## src/rtl/fsqn_pkg.sv

```systemverilog
// Shared constants, types and codes for the binary64 Newton square root block.
package fsqn_pkg;

    localparam int MAX_ITERATIONS = 5;
    localparam int ITER_W         = $clog2(MAX_ITERATIONS + 1);
    localparam int DIV_STEPS      = 56;
    localparam int DCNT_W         = $clog2(DIV_STEPS);

    localparam logic [63:0] SEED_BIAS = 64'h1FF0_0000_0000_0000;
    localparam logic [63:0] QUIET_NAN = 64'h7FF8_0000_0000_0000;
    localparam logic [63:0] POS_INF   = 64'h7FF0_0000_0000_0000;
    localparam logic [12:0] EXP_BIAS  = 13'd1023;

    typedef enum logic [2:0] {
        ST_IDLE,
        ST_NORM,
        ST_DIV,
        ST_QRND,
        ST_ADD,
        ST_DONE
    } state_t;

    typedef struct packed {
        logic load;
        logic norm_step;
        logic div_init;
        logic div_step;
        logic q_round;
        logic add_step;
    } cmd_t;

    typedef struct packed {
        logic special;
        logic norm_done;
        logic same;
    } sts_t;

endpackage

```

## src/rtl/fsqn_ctrl.sv

```systemverilog
// Sequencer for operand load, normalization, division steps and Newton updates.
module fsqn_ctrl (
    input  logic                clk,
    input  logic                rst_n,
    input  logic                in_valid,
    output logic                in_ready,
    output logic                out_valid,
    input  logic                out_ready,
    input  fsqn_pkg::sts_t      sts,
    output fsqn_pkg::cmd_t      cmd
);

    fsqn_pkg::state_t               state_reg, state_next;
    logic [fsqn_pkg::DCNT_W-1:0]    dcnt_reg, dcnt_next;
    logic [fsqn_pkg::ITER_W-1:0]    iter_reg, iter_next;

    always_ff @(posedge clk or negedge rst_n)
    begin
        if (!rst_n)
        begin
            state_reg <= fsqn_pkg::ST_IDLE;
            dcnt_reg  <= '0;
            iter_reg  <= '0;
        end
        else
        begin
            state_reg <= state_next;
            dcnt_reg  <= dcnt_next;
            iter_reg  <= iter_next;
        end
    end

    always_comb
    begin
        state_next = state_reg;
        dcnt_next  = dcnt_reg;
        iter_next  = iter_reg;
        cmd        = '0;
        in_ready   = 1'b0;
        out_valid  = 1'b0;
        case (state_reg)
            fsqn_pkg::ST_IDLE:
            begin
                in_ready = 1'b1;
                if (in_valid)
                begin
                    cmd.load  = 1'b1;
                    iter_next = '0;
                    state_next = sts.special ? fsqn_pkg::ST_DONE : fsqn_pkg::ST_NORM;
                end
            end
            fsqn_pkg::ST_NORM:
            begin
                if (sts.norm_done)
                begin
                    cmd.div_init = 1'b1;
                    dcnt_next    = '0;
                    state_next   = fsqn_pkg::ST_DIV;
                end
                else
                begin
                    cmd.norm_step = 1'b1;
                end
            end
            fsqn_pkg::ST_DIV:
            begin
                cmd.div_step = 1'b1;
                dcnt_next    = dcnt_reg + 1'b1;
                if (dcnt_reg == fsqn_pkg::DCNT_W'(fsqn_pkg::DIV_STEPS - 1))
                    state_next = fsqn_pkg::ST_QRND;
            end
            fsqn_pkg::ST_QRND:
            begin
                cmd.q_round = 1'b1;
                state_next  = fsqn_pkg::ST_ADD;
            end
            fsqn_pkg::ST_ADD:
            begin
                cmd.add_step = 1'b1;
                // stop once the estimate settles or the step budget is spent
                if (sts.same ||
                    iter_reg == fsqn_pkg::ITER_W'(fsqn_pkg::MAX_ITERATIONS - 1))
                begin
                    state_next = fsqn_pkg::ST_DONE;
                end
                else
                begin
                    iter_next    = iter_reg + 1'b1;
                    cmd.div_init = 1'b1;
                    dcnt_next    = '0;
                    state_next   = fsqn_pkg::ST_DIV;
                end
            end
            fsqn_pkg::ST_DONE:
            begin
                out_valid = 1'b1;
                if (out_ready)
                    state_next = fsqn_pkg::ST_IDLE;
            end
            default:
            begin
                state_next = fsqn_pkg::ST_IDLE;
            end
        endcase
    end

endmodule

```

## src/rtl/fsqn_dp.sv

```systemverilog
// Datapath: operand unpack, radix-2 restoring divider, rounding adder and halving.
module fsqn_dp (
    input  logic            clk,
    input  logic [63:0]     operand_bits,
    input  fsqn_pkg::cmd_t  cmd,
    output fsqn_pkg::sts_t  sts,
    output logic [63:0]     root_bits
);

    logic [52:0]        x_man_reg;
    logic signed [12:0] x_exp_reg;
    logic [63:0]        g_reg;
    logic [53:0]        rem_reg;
    logic [55:0]        quo_reg;
    logic [51:0]        q_frac_reg;
    logic [10:0]        q_exp_reg;

    // operand classification
    logic        in_exp_max, in_exp_zero, in_frac_nz, in_special;
    logic [63:0] in_special_val;

    always_comb
    begin
        in_exp_max  = &operand_bits[62:52];
        in_exp_zero = ~|operand_bits[62:52];
        in_frac_nz  = |operand_bits[51:0];
        in_special  = 1'b1;
        in_special_val = operand_bits;
        if (in_exp_max && in_frac_nz)
            in_special_val = operand_bits;
        else if (operand_bits[62:0] == 63'd0)
            in_special_val = operand_bits;
        else if (operand_bits[63])
            in_special_val = fsqn_pkg::QUIET_NAN;
        else if (operand_bits == fsqn_pkg::POS_INF)
            in_special_val = operand_bits;
        else
            in_special = 1'b0;
    end

    // divider step
    logic [52:0] g_man;
    logic        rem_ge;
    logic [53:0] rem_diff;

    always_comb
    begin
        g_man    = {1'b1, g_reg[51:0]};
        rem_ge   = rem_reg >= {1'b0, g_man};
        rem_diff = rem_ge ? (rem_reg - {1'b0, g_man}) : rem_reg;
    end

    // quotient rounding
    logic               q_top, q_grd, q_stk, q_inc;
    logic [52:0]        q_pre;
    logic [53:0]        q_sum;
    logic signed [12:0] q_exp_raw;
    logic [51:0]        q_frac_next;
    logic [10:0]        q_exp_next;

    always_comb
    begin
        q_top = quo_reg[55];
        q_pre = q_top ? quo_reg[55:3] : quo_reg[54:2];
        q_grd = q_top ? quo_reg[2] : quo_reg[1];
        q_stk = (q_top ? (|quo_reg[1:0]) : quo_reg[0]) | (|rem_reg);
        q_inc = q_grd & (q_stk | q_pre[0]);
        q_sum = {1'b0, q_pre} + 54'(q_inc);
        q_exp_raw = x_exp_reg - $signed({2'b00, g_reg[62:52]})
                  + $signed(fsqn_pkg::EXP_BIAS) - (q_top ? 13'sd0 : 13'sd1);
        if (q_sum[53])
        begin
            q_frac_next = q_sum[52:1];
            q_exp_next  = q_exp_raw[10:0] + 11'd1;
        end
        else
        begin
            q_frac_next = q_sum[51:0];
            q_exp_next  = q_exp_raw[10:0];
        end
    end

    // g + q, rounded, then halved (exact: values stay normal)
    logic        g_big, a_stk, a_grd, a_inc;
    logic [10:0] big_exp, small_exp, a_diff;
    logic [51:0] big_frac, small_frac;
    logic [5:0]  a_sh;
    logic [55:0] small_ext, small_shf;
    logic [56:0] a_sum;
    logic [55:0] a_norm;
    logic [11:0] a_exp;
    logic [53:0] a_rnd;
    logic [51:0] ng_frac;
    logic [11:0] ng_exp;
    logic [63:0] ng_bits;

    always_comb
    begin
        g_big      = g_reg[62:52] >= q_exp_reg;
        big_exp    = g_big ? g_reg[62:52] : q_exp_reg;
        small_exp  = g_big ? q_exp_reg : g_reg[62:52];
        big_frac   = g_big ? g_reg[51:0] : q_frac_reg;
        small_frac = g_big ? q_frac_reg : g_reg[51:0];
        a_diff     = big_exp - small_exp;
        a_sh       = (a_diff > 11'd56) ? 6'd56 : a_diff[5:0];
        small_ext  = {1'b1, small_frac, 3'b000};
        small_shf  = small_ext >> a_sh;
        a_stk      = (small_shf << a_sh) != small_ext;
        a_sum      = {1'b0, 1'b1, big_frac, 3'b000} + {1'b0, small_shf | 56'(a_stk)};
        if (a_sum[56])
        begin
            a_norm = {a_sum[56:2], a_sum[1] | a_sum[0]};
            a_exp  = {1'b0, big_exp} + 12'd1;
        end
        else
        begin
            a_norm = a_sum[55:0];
            a_exp  = {1'b0, big_exp};
        end
        a_grd = a_norm[2];
        a_inc = a_grd & ((|a_norm[1:0]) | a_norm[3]);
        a_rnd = {1'b0, a_norm[55:3]} + 54'(a_inc);
        if (a_rnd[53])
        begin
            ng_frac = a_rnd[52:1];
            ng_exp  = a_exp + 12'd1 - 12'd1;
        end
        else
        begin
            ng_frac = a_rnd[51:0];
            ng_exp  = a_exp - 12'd1;
        end
        ng_bits = {1'b0, ng_exp[10:0], ng_frac};
    end

    always_ff @(posedge clk)
    begin
        if (cmd.load)
        begin
            if (in_exp_zero)
            begin
                x_man_reg <= {1'b0, operand_bits[51:0]};
                x_exp_reg <= 13'sd1;
            end
            else
            begin
                x_man_reg <= {1'b1, operand_bits[51:0]};
                x_exp_reg <= $signed({2'b00, operand_bits[62:52]});
            end
            g_reg <= in_special ? in_special_val
                                : ({1'b0, operand_bits[63:1]} + fsqn_pkg::SEED_BIAS);
        end
        if (cmd.norm_step)
        begin
            x_man_reg <= {x_man_reg[51:0], 1'b0};
            x_exp_reg <= x_exp_reg - 13'sd1;
        end
        if (cmd.div_init)
        begin
            rem_reg <= {1'b0, x_man_reg};
            quo_reg <= '0;
        end
        if (cmd.div_step)
        begin
            rem_reg <= {rem_diff[52:0], 1'b0};
            quo_reg <= {quo_reg[54:0], rem_ge};
        end
        if (cmd.q_round)
        begin
            q_frac_reg <= q_frac_next;
            q_exp_reg  <= q_exp_next;
        end
        if (cmd.add_step)
            g_reg <= ng_bits;
    end

    always_comb
    begin
        sts.special   = in_special;
        sts.norm_done = x_man_reg[52];
        sts.same      = ng_bits == g_reg;
        root_bits     = g_reg;
    end

endmodule

```

## src/rtl/fp64_sqrt_newton.sv

```systemverilog
// Top level of the binary64 Newton-Raphson square root block.
// One request at a time: zeros, NaNs, +inf and negatives go from the load
// straight to the result. Other operands pass through the load, then
// normalization, which shifts a subnormal fraction left until its leading
// bit is set, then per Newton step the divider steps, quotient rounding and
// an add, for at most 5 steps, then the result. Most of the time goes to
// the radix-2 restoring divider.
module fp64_sqrt_newton (
    input  logic        clk,
    input  logic        rst_n,
    input  logic        in_valid,
    output logic        in_ready,
    input  logic [63:0] operand_bits,
    output logic        out_valid,
    input  logic        out_ready,
    output logic [63:0] root_bits
);

    fsqn_pkg::cmd_t cmd;
    fsqn_pkg::sts_t sts;

    fsqn_ctrl u_ctrl (
        .clk       (clk),
        .rst_n     (rst_n),
        .in_valid  (in_valid),
        .in_ready  (in_ready),
        .out_valid (out_valid),
        .out_ready (out_ready),
        .sts       (sts),
        .cmd       (cmd)
    );

    fsqn_dp u_dp (
        .clk          (clk),
        .operand_bits (operand_bits),
        .cmd          (cmd),
        .sts          (sts),
        .root_bits    (root_bits)
    );

endmodule
```

## config.mk

```make
export PLATFORM = sky130hd
export DESIGN_NAME = fp64_sqrt_newton
export DESIGN_NICKNAME = d
export VERILOG_FILES = /design/src/rtl/fsqn_pkg.sv /design/src/rtl/fsqn_ctrl.sv /design/src/rtl/fsqn_dp.sv /design/src/rtl/fp64_sqrt_newton.sv
export SDC_FILE = /design/constraint.sdc
export NUM_CORES = 2
export LEC_CHECK = 0
export BUFFER_PORTS_ARGS = -buffer_cell sky130_fd_sc_hd__buf_4
export CELL_PAD_IN_SITES_DETAIL_PLACEMENT = 2
export CELL_PAD_IN_SITES_GLOBAL_PLACEMENT = 2
export CORE_MARGIN = 5
export CORE_UTILIZATION = 35
export CTS_CLUSTER_SIZE = 28
export DETAILED_ROUTE_END_ITERATION = 6
export PLACE_DENSITY_LB_ADDON = 0.3
export SETUP_SLACK_MARGIN = 0.02
export SYNTH_ARGS = -nofsm -noshare
export SYNTH_HDL_FRONTEND = slang
export SYNTH_HIERARCHICAL = 1
export SYNTH_SLANG_ARGS = --single-unit
```

## constraint.sdc

```tcl
create_clock -name clk -period 16.13 [get_ports clk]
set_input_delay 0.8065 -clock clk [delete_from_list [all_inputs] [get_ports clk]]
set_output_delay 0.8065 -clock clk [all_outputs]
set_load 0.05 [all_outputs]
```

Yosys cells after proc, flatten, opt, wreduce, memory -nomap -nowiden
Cells that the tools add are included.
{"block": "word_totals", "reg_bits": 315, "input_bits": 68, "out_inout_bits": 66, "elab_cells": 136}
{"block": "classes", "addsub": 17, "order_cmp": 3, "n_eq_ne": 15, "shifts": 2, "muxes": 61, "bitwise": 7, "reduce_logical": 18}
{"op": "$mux W53", "count": 5}
{"op": "$mux W52", "count": 4}
{"op": "$mux W64", "count": 3}
{"op": "$mux W63", "count": 3}
{"op": "$mux W56", "count": 3}
{"op": "$add A53 B1 Y54", "count": 2}
{"op": "$mux W54", "count": 2}
{"op": "$mux W11", "count": 6}
{"op": "$add A63 B61 Y64 const B", "count": 1}
{"op": "$eq A63 B64 Y1", "count": 1}
{"op": "$eq A64 B63 Y1 const B", "count": 1}
{"op": "$logic_not A63 Y1", "count": 1}
{"op": "$add A56 B56 Y57", "count": 1}
{"op": "$ne A56 B56 Y1", "count": 1}
{"op": "$or A56 B1 Y56", "count": 1}
{"op": "$shl A56 B6 Y56", "count": 1}
{"op": "$shr A56 B6 Y56", "count": 1}
{"op": "$ge A54 B53 Y1", "count": 1}
{"op": "$reduce_or A54 Y1", "count": 1}
{"op": "$sub A53 B53 Y53", "count": 1}
{"op": "$reduce_or A52 Y1", "count": 1}
{"op": "$add A11 B1 Y11 const B", "count": 3}
{"op": "$sub A11 B11 Y11", "count": 3}
{"op": "$mux W13", "count": 2}
{"op": "other kinds (32)", "count": 74}

Longest topological paths before layout
{"block": "depth", "word_depth": 23, "depth_mapped": 82}

Cells and area by module
The synthesis kept the hierarchy.
{"mod": "fsqn_dp", "instances": 1, "cells_each": 5077, "area_per_inst_um2": 38197.9}
{"mod": "fsqn_ctrl", "instances": 1, "cells_each": 86, "area_per_inst_um2": 820.8}

Worst setup path after synthesis
No wires, ideal clock.
{"block": "synth_path", "kind": "flip-flop to flip-flop", "from": "register u_dp.g_reg[54] (netlist: u_dp/root_bits[54])", "to": "register u_dp.quo_reg[0], enable pin", "t_arrival_ns": 16.555, "setup_slack_ns": -0.930, "path_stages_with_launch": 75, "period_less_slack_ns": 17.060, "cell_sequence": "edfxtp_1 -> ha_1 -> clkbuf_1 -> nand4_1 -> o21ba_2 -> o21a_1 -> nand2_1 -> buf_2 -> buf_2 -> buf_2 -> buf_1 -> buf_2 -> buf_2 -> buf_2 -> buf_2 -> buf_2 -> buf_1 -> a21oi_1 -> [... 39 more ...] -> nand3_1 -> o311a_1 -> o21ai_0 -> xnor2_1 -> nand4_1 -> o21ai_0 -> a31oi_1 -> or4_1 -> nor4_1 -> nand4_1 -> or4_1 -> nor3b_1 -> a21oi_4 -> nand3b_1 -> a21oi_1 -> clkbuf_1 -> clkbuf_1 -> or2_2"}
{"item": "from (decl)", "line": "fsqn_dp.sv:12", "rtl": "logic [63:0] g_reg;"}
{"item": "from (signal assigned)", "line": "fsqn_dp.sv:150", "rtl": "g_reg <= in_special ? in_special_val"}
{"item": "from (signal assigned)", "line": "fsqn_dp.sv:174", "rtl": "g_reg <= ng_bits;"}
{"item": "to (signal assigned)", "line": "fsqn_dp.sv:166", "rtl": "quo_reg <= {quo_reg[54:0], rem_ge};"}
{"item": "to (decl)", "line": "fsqn_dp.sv:14", "rtl": "logic [55:0] quo_reg;"}

==> results.md <==
- CTS tree: done
- Syn. warnings: 6
- Syn Area/Cell: 7.56 µm²
- Fill count: 12,700
- # IOs: 134
- Number of vias per cell: 7.07
- Register area: 9310 µm²
- Sink Count: 313
- Antenna-violating nets left: 0
- Mapped cell area: 39,000 µm²
- Area grow syn2layout: 15.9%
- Global-route wire length before repair: 389 mm
- RSZ-0062 raised after global routing: false
- Fin. max-slew vios: 5
- Vias: 48,700
- Critical R2R Launch: u_dp/root_bits[61]
- Min-Delay Path Class: in -> reg
- Setup_tns: 0 ps
- CP max FO: 73
- CORE AREA: 111,000 µm²
- Most frequent cells in the layout: 558 x nand2_1, 503 x buf_4, 462 x a21oi_1, 446 x nor2_1, 343 x o21ai_0
- Syn nets: 5,389
- Die Wd: 344 µm
- Fin nets: 5,585
- WS Path Type: reg -> reg
- Kind of end point of the critical path: flop
- Placed insts: 6,797
- TritonCTS buffer count: 39
- Gr ovfl total: 0
- Layout cells sized above 1: 0.139
- DRT iter0 DRCs: 5,790
- Root buffer cell: clkbuf_16
- Violated checks: capacitance limit, slew limit
- Max reg flops: 64
- Die area: 118,000 µm²
- HP Start: out_ready
- Tmin final: 15,870 ps
- Post-synth EDFFs: 298
- Final setup fails: 0
- Starting density of the core: 0.353
- Area after DPL: 43,500 µm²
- Final hold vios: 0
- # DRC: 0
- Crit-path slowest cell: a21oi_1
- Drt wl/cell: 41.1 µm
- Initial antenna violation count: 27
- Hpwl dp: 224 mm
- Worst EP required: 16,430 ps
- Slew @ Worst Pin: 1520 ps
- Footprint of the multi-input gates: 28,000 µm²
- Max layer used: met5
- Metal-1 WL: 111 mm
- Max Fclk: 63.0 MHz
- Top FF cell, synth: edfxtp_1
- Vias in the first global route: 49,100
- Clk slew on worst S/H paths: 60 ps
- Routed wire length: 283 mm
- Number of standard cells in the final layout excluding fillers: 6,889
- Met3 wire length: 29.2 mm
- Nature of the critical path startpoint: flop
- Post-Layout Inst Area: 45,200 µm²
- Slowest stage delay, CP: 1220 ps
- Hold slack final: 415 ps
- Clk_lat worst skew: 650 ps
- Largest net degree at the start of global routing: 107
- Period utilisation layout: 0.984
- PortBufs: 133
- Synth Register Bits: 313
- Gr usage total: 0.458
- Fin Clk Skew: 48.7 ps
- CTS H-tree depth: 2
- Synthesized instance count: 5,163
- Max-cap check violation count: 1
- Clock tree buffer depth: 3
- Register area share after synthesis: 0.239
- Final GP Congestion: 1.09
- Crit path launch: u_dp/root_bits[61]
- DIE HEIGHT: 344 µm
- CP arrival: 16,170 ps
- Row Count: 122
- Unique masters post-synth: 122
- WL met2: 120 mm
- Commonest non-fill, non-tap cell in the layout: nand2_1
- Async SR Flop Fraction: 0.0383
- DR pass1 iterations: 6
- Status: finished, violations left
- Rel. slew slack: -0.0133
## synthesized netlist by cell type (32+ instances only)
master     instances  area (µm²)
nand2_1          563        2110
a21oi_1          468        2340
nor2_1           454        1700
o21ai_0          352        1760
edfxtp_1         298        8950
clkbuf_1         261         980
xnor2_1          210        1840
inv_1            184         691
nor3_1           162         811
nand3_1          159         796
ha_1             155        1940
mux2i_1          112        1120
xor2_1           110         963
a21o_1           107         803
a211oi_1          87         653
a31oi_1           85         532
and2_1            85         532
a221oi_1          73         639
a22o_1            73         639
o211ai_1          71         533
nor4_1            63         394
nand4_1           62         388
and3_1            58         363
buf_1             52         195
nor2b_1           47         294
a22oi_1           45         338
o22ai_1           43         269
nand2b_1          42         263
o31ai_1           36         270
or3_1             35         219
mux2_2            33         372
o2111ai_1         33         289
a2111oi_0         32         280
## layer usage
metal / up-vias / track usage
li1: 19900 / -
met5: - / 0
met4: 26 / 0.287
met3: 896 / 0.119
met1: 24900 / 0.584
met2: 3037 / 0.692
## area by class of cell
type,instances,share of cell area
antenna,12,0.000664
clock buffer,50,0.0229
clock inverter,21,0.00720
inverter,186,0.0155
multi-input combinational,4305,0.619
sequential,313,0.206
tap,1488,0.0412
timing repair buffer,514,0.0880
## cells by family (layout without fill, tap and decap cells)
group / count (synthesis) / in the layout / share of synthesized area
buf+inv: 545 / 771 / 0.0550
simple gates: 1837 / 1837 / 0.225
other cells: 0 / 12 / 0
fa+ha+maj: 158 / 158 / 0.0512
xor+xnor: 320 / 320 / 0.0718
flops: 313 / 313 / 0.239
mux: 151 / 151 / 0.0412
compound gates: 1839 / 1839 / 0.317
## per-stage QoR
stage	setup WS (ps)	util
detailed placement	35.2	0.393
CTS	26.9	0.406
global placement	500	0.393
global route	1.90	0.408
floorplan	81.5	-
finish	265	0.409
## what timing repair did
| action | in CTS | in global routing |
|---|---|---|
| buffers inserted | 0 | 8 |
| setup endpoints to repair | 118 | 174 |
| pin swaps | 0 | 5 |
| gates resized for setup | 3 | 50 |
| hold endpoints to repair | 11 | 0 |
| hold buffers | 1 | 0 |
| gates cloned | 0 | 0 |
## worst max-delay path, delay by kind of cell (launching register included)
family	cells	cell delay, ps
xor gates and xnor gates	2	400
muxes	2	480
DFF	1	590
and+or+nand+nor	19	4750
buffers and inverters	9	2000
AOI/OAI and AO/OA	23	6250
adders and majority gates	3	940
## worst paths after layout
check	end	slack, ps	cells after the start
max	u_dp/rem_reg[28]	260	58
min reg2reg	u_ctrl/dcnt_reg[0]	510	1
min in group asynchronous	u_ctrl/state_reg[2]	570	2
max reg2reg	u_dp/rem_reg[28]	260	58
max in group asynchronous	u_ctrl/dcnt_reg[0]	15390	2
min	u_ctrl/state_reg[2]	420	2
Power is not shown: default switching activity piles up to over one toggle a cycle in this logic, so the estimate is an artifact.
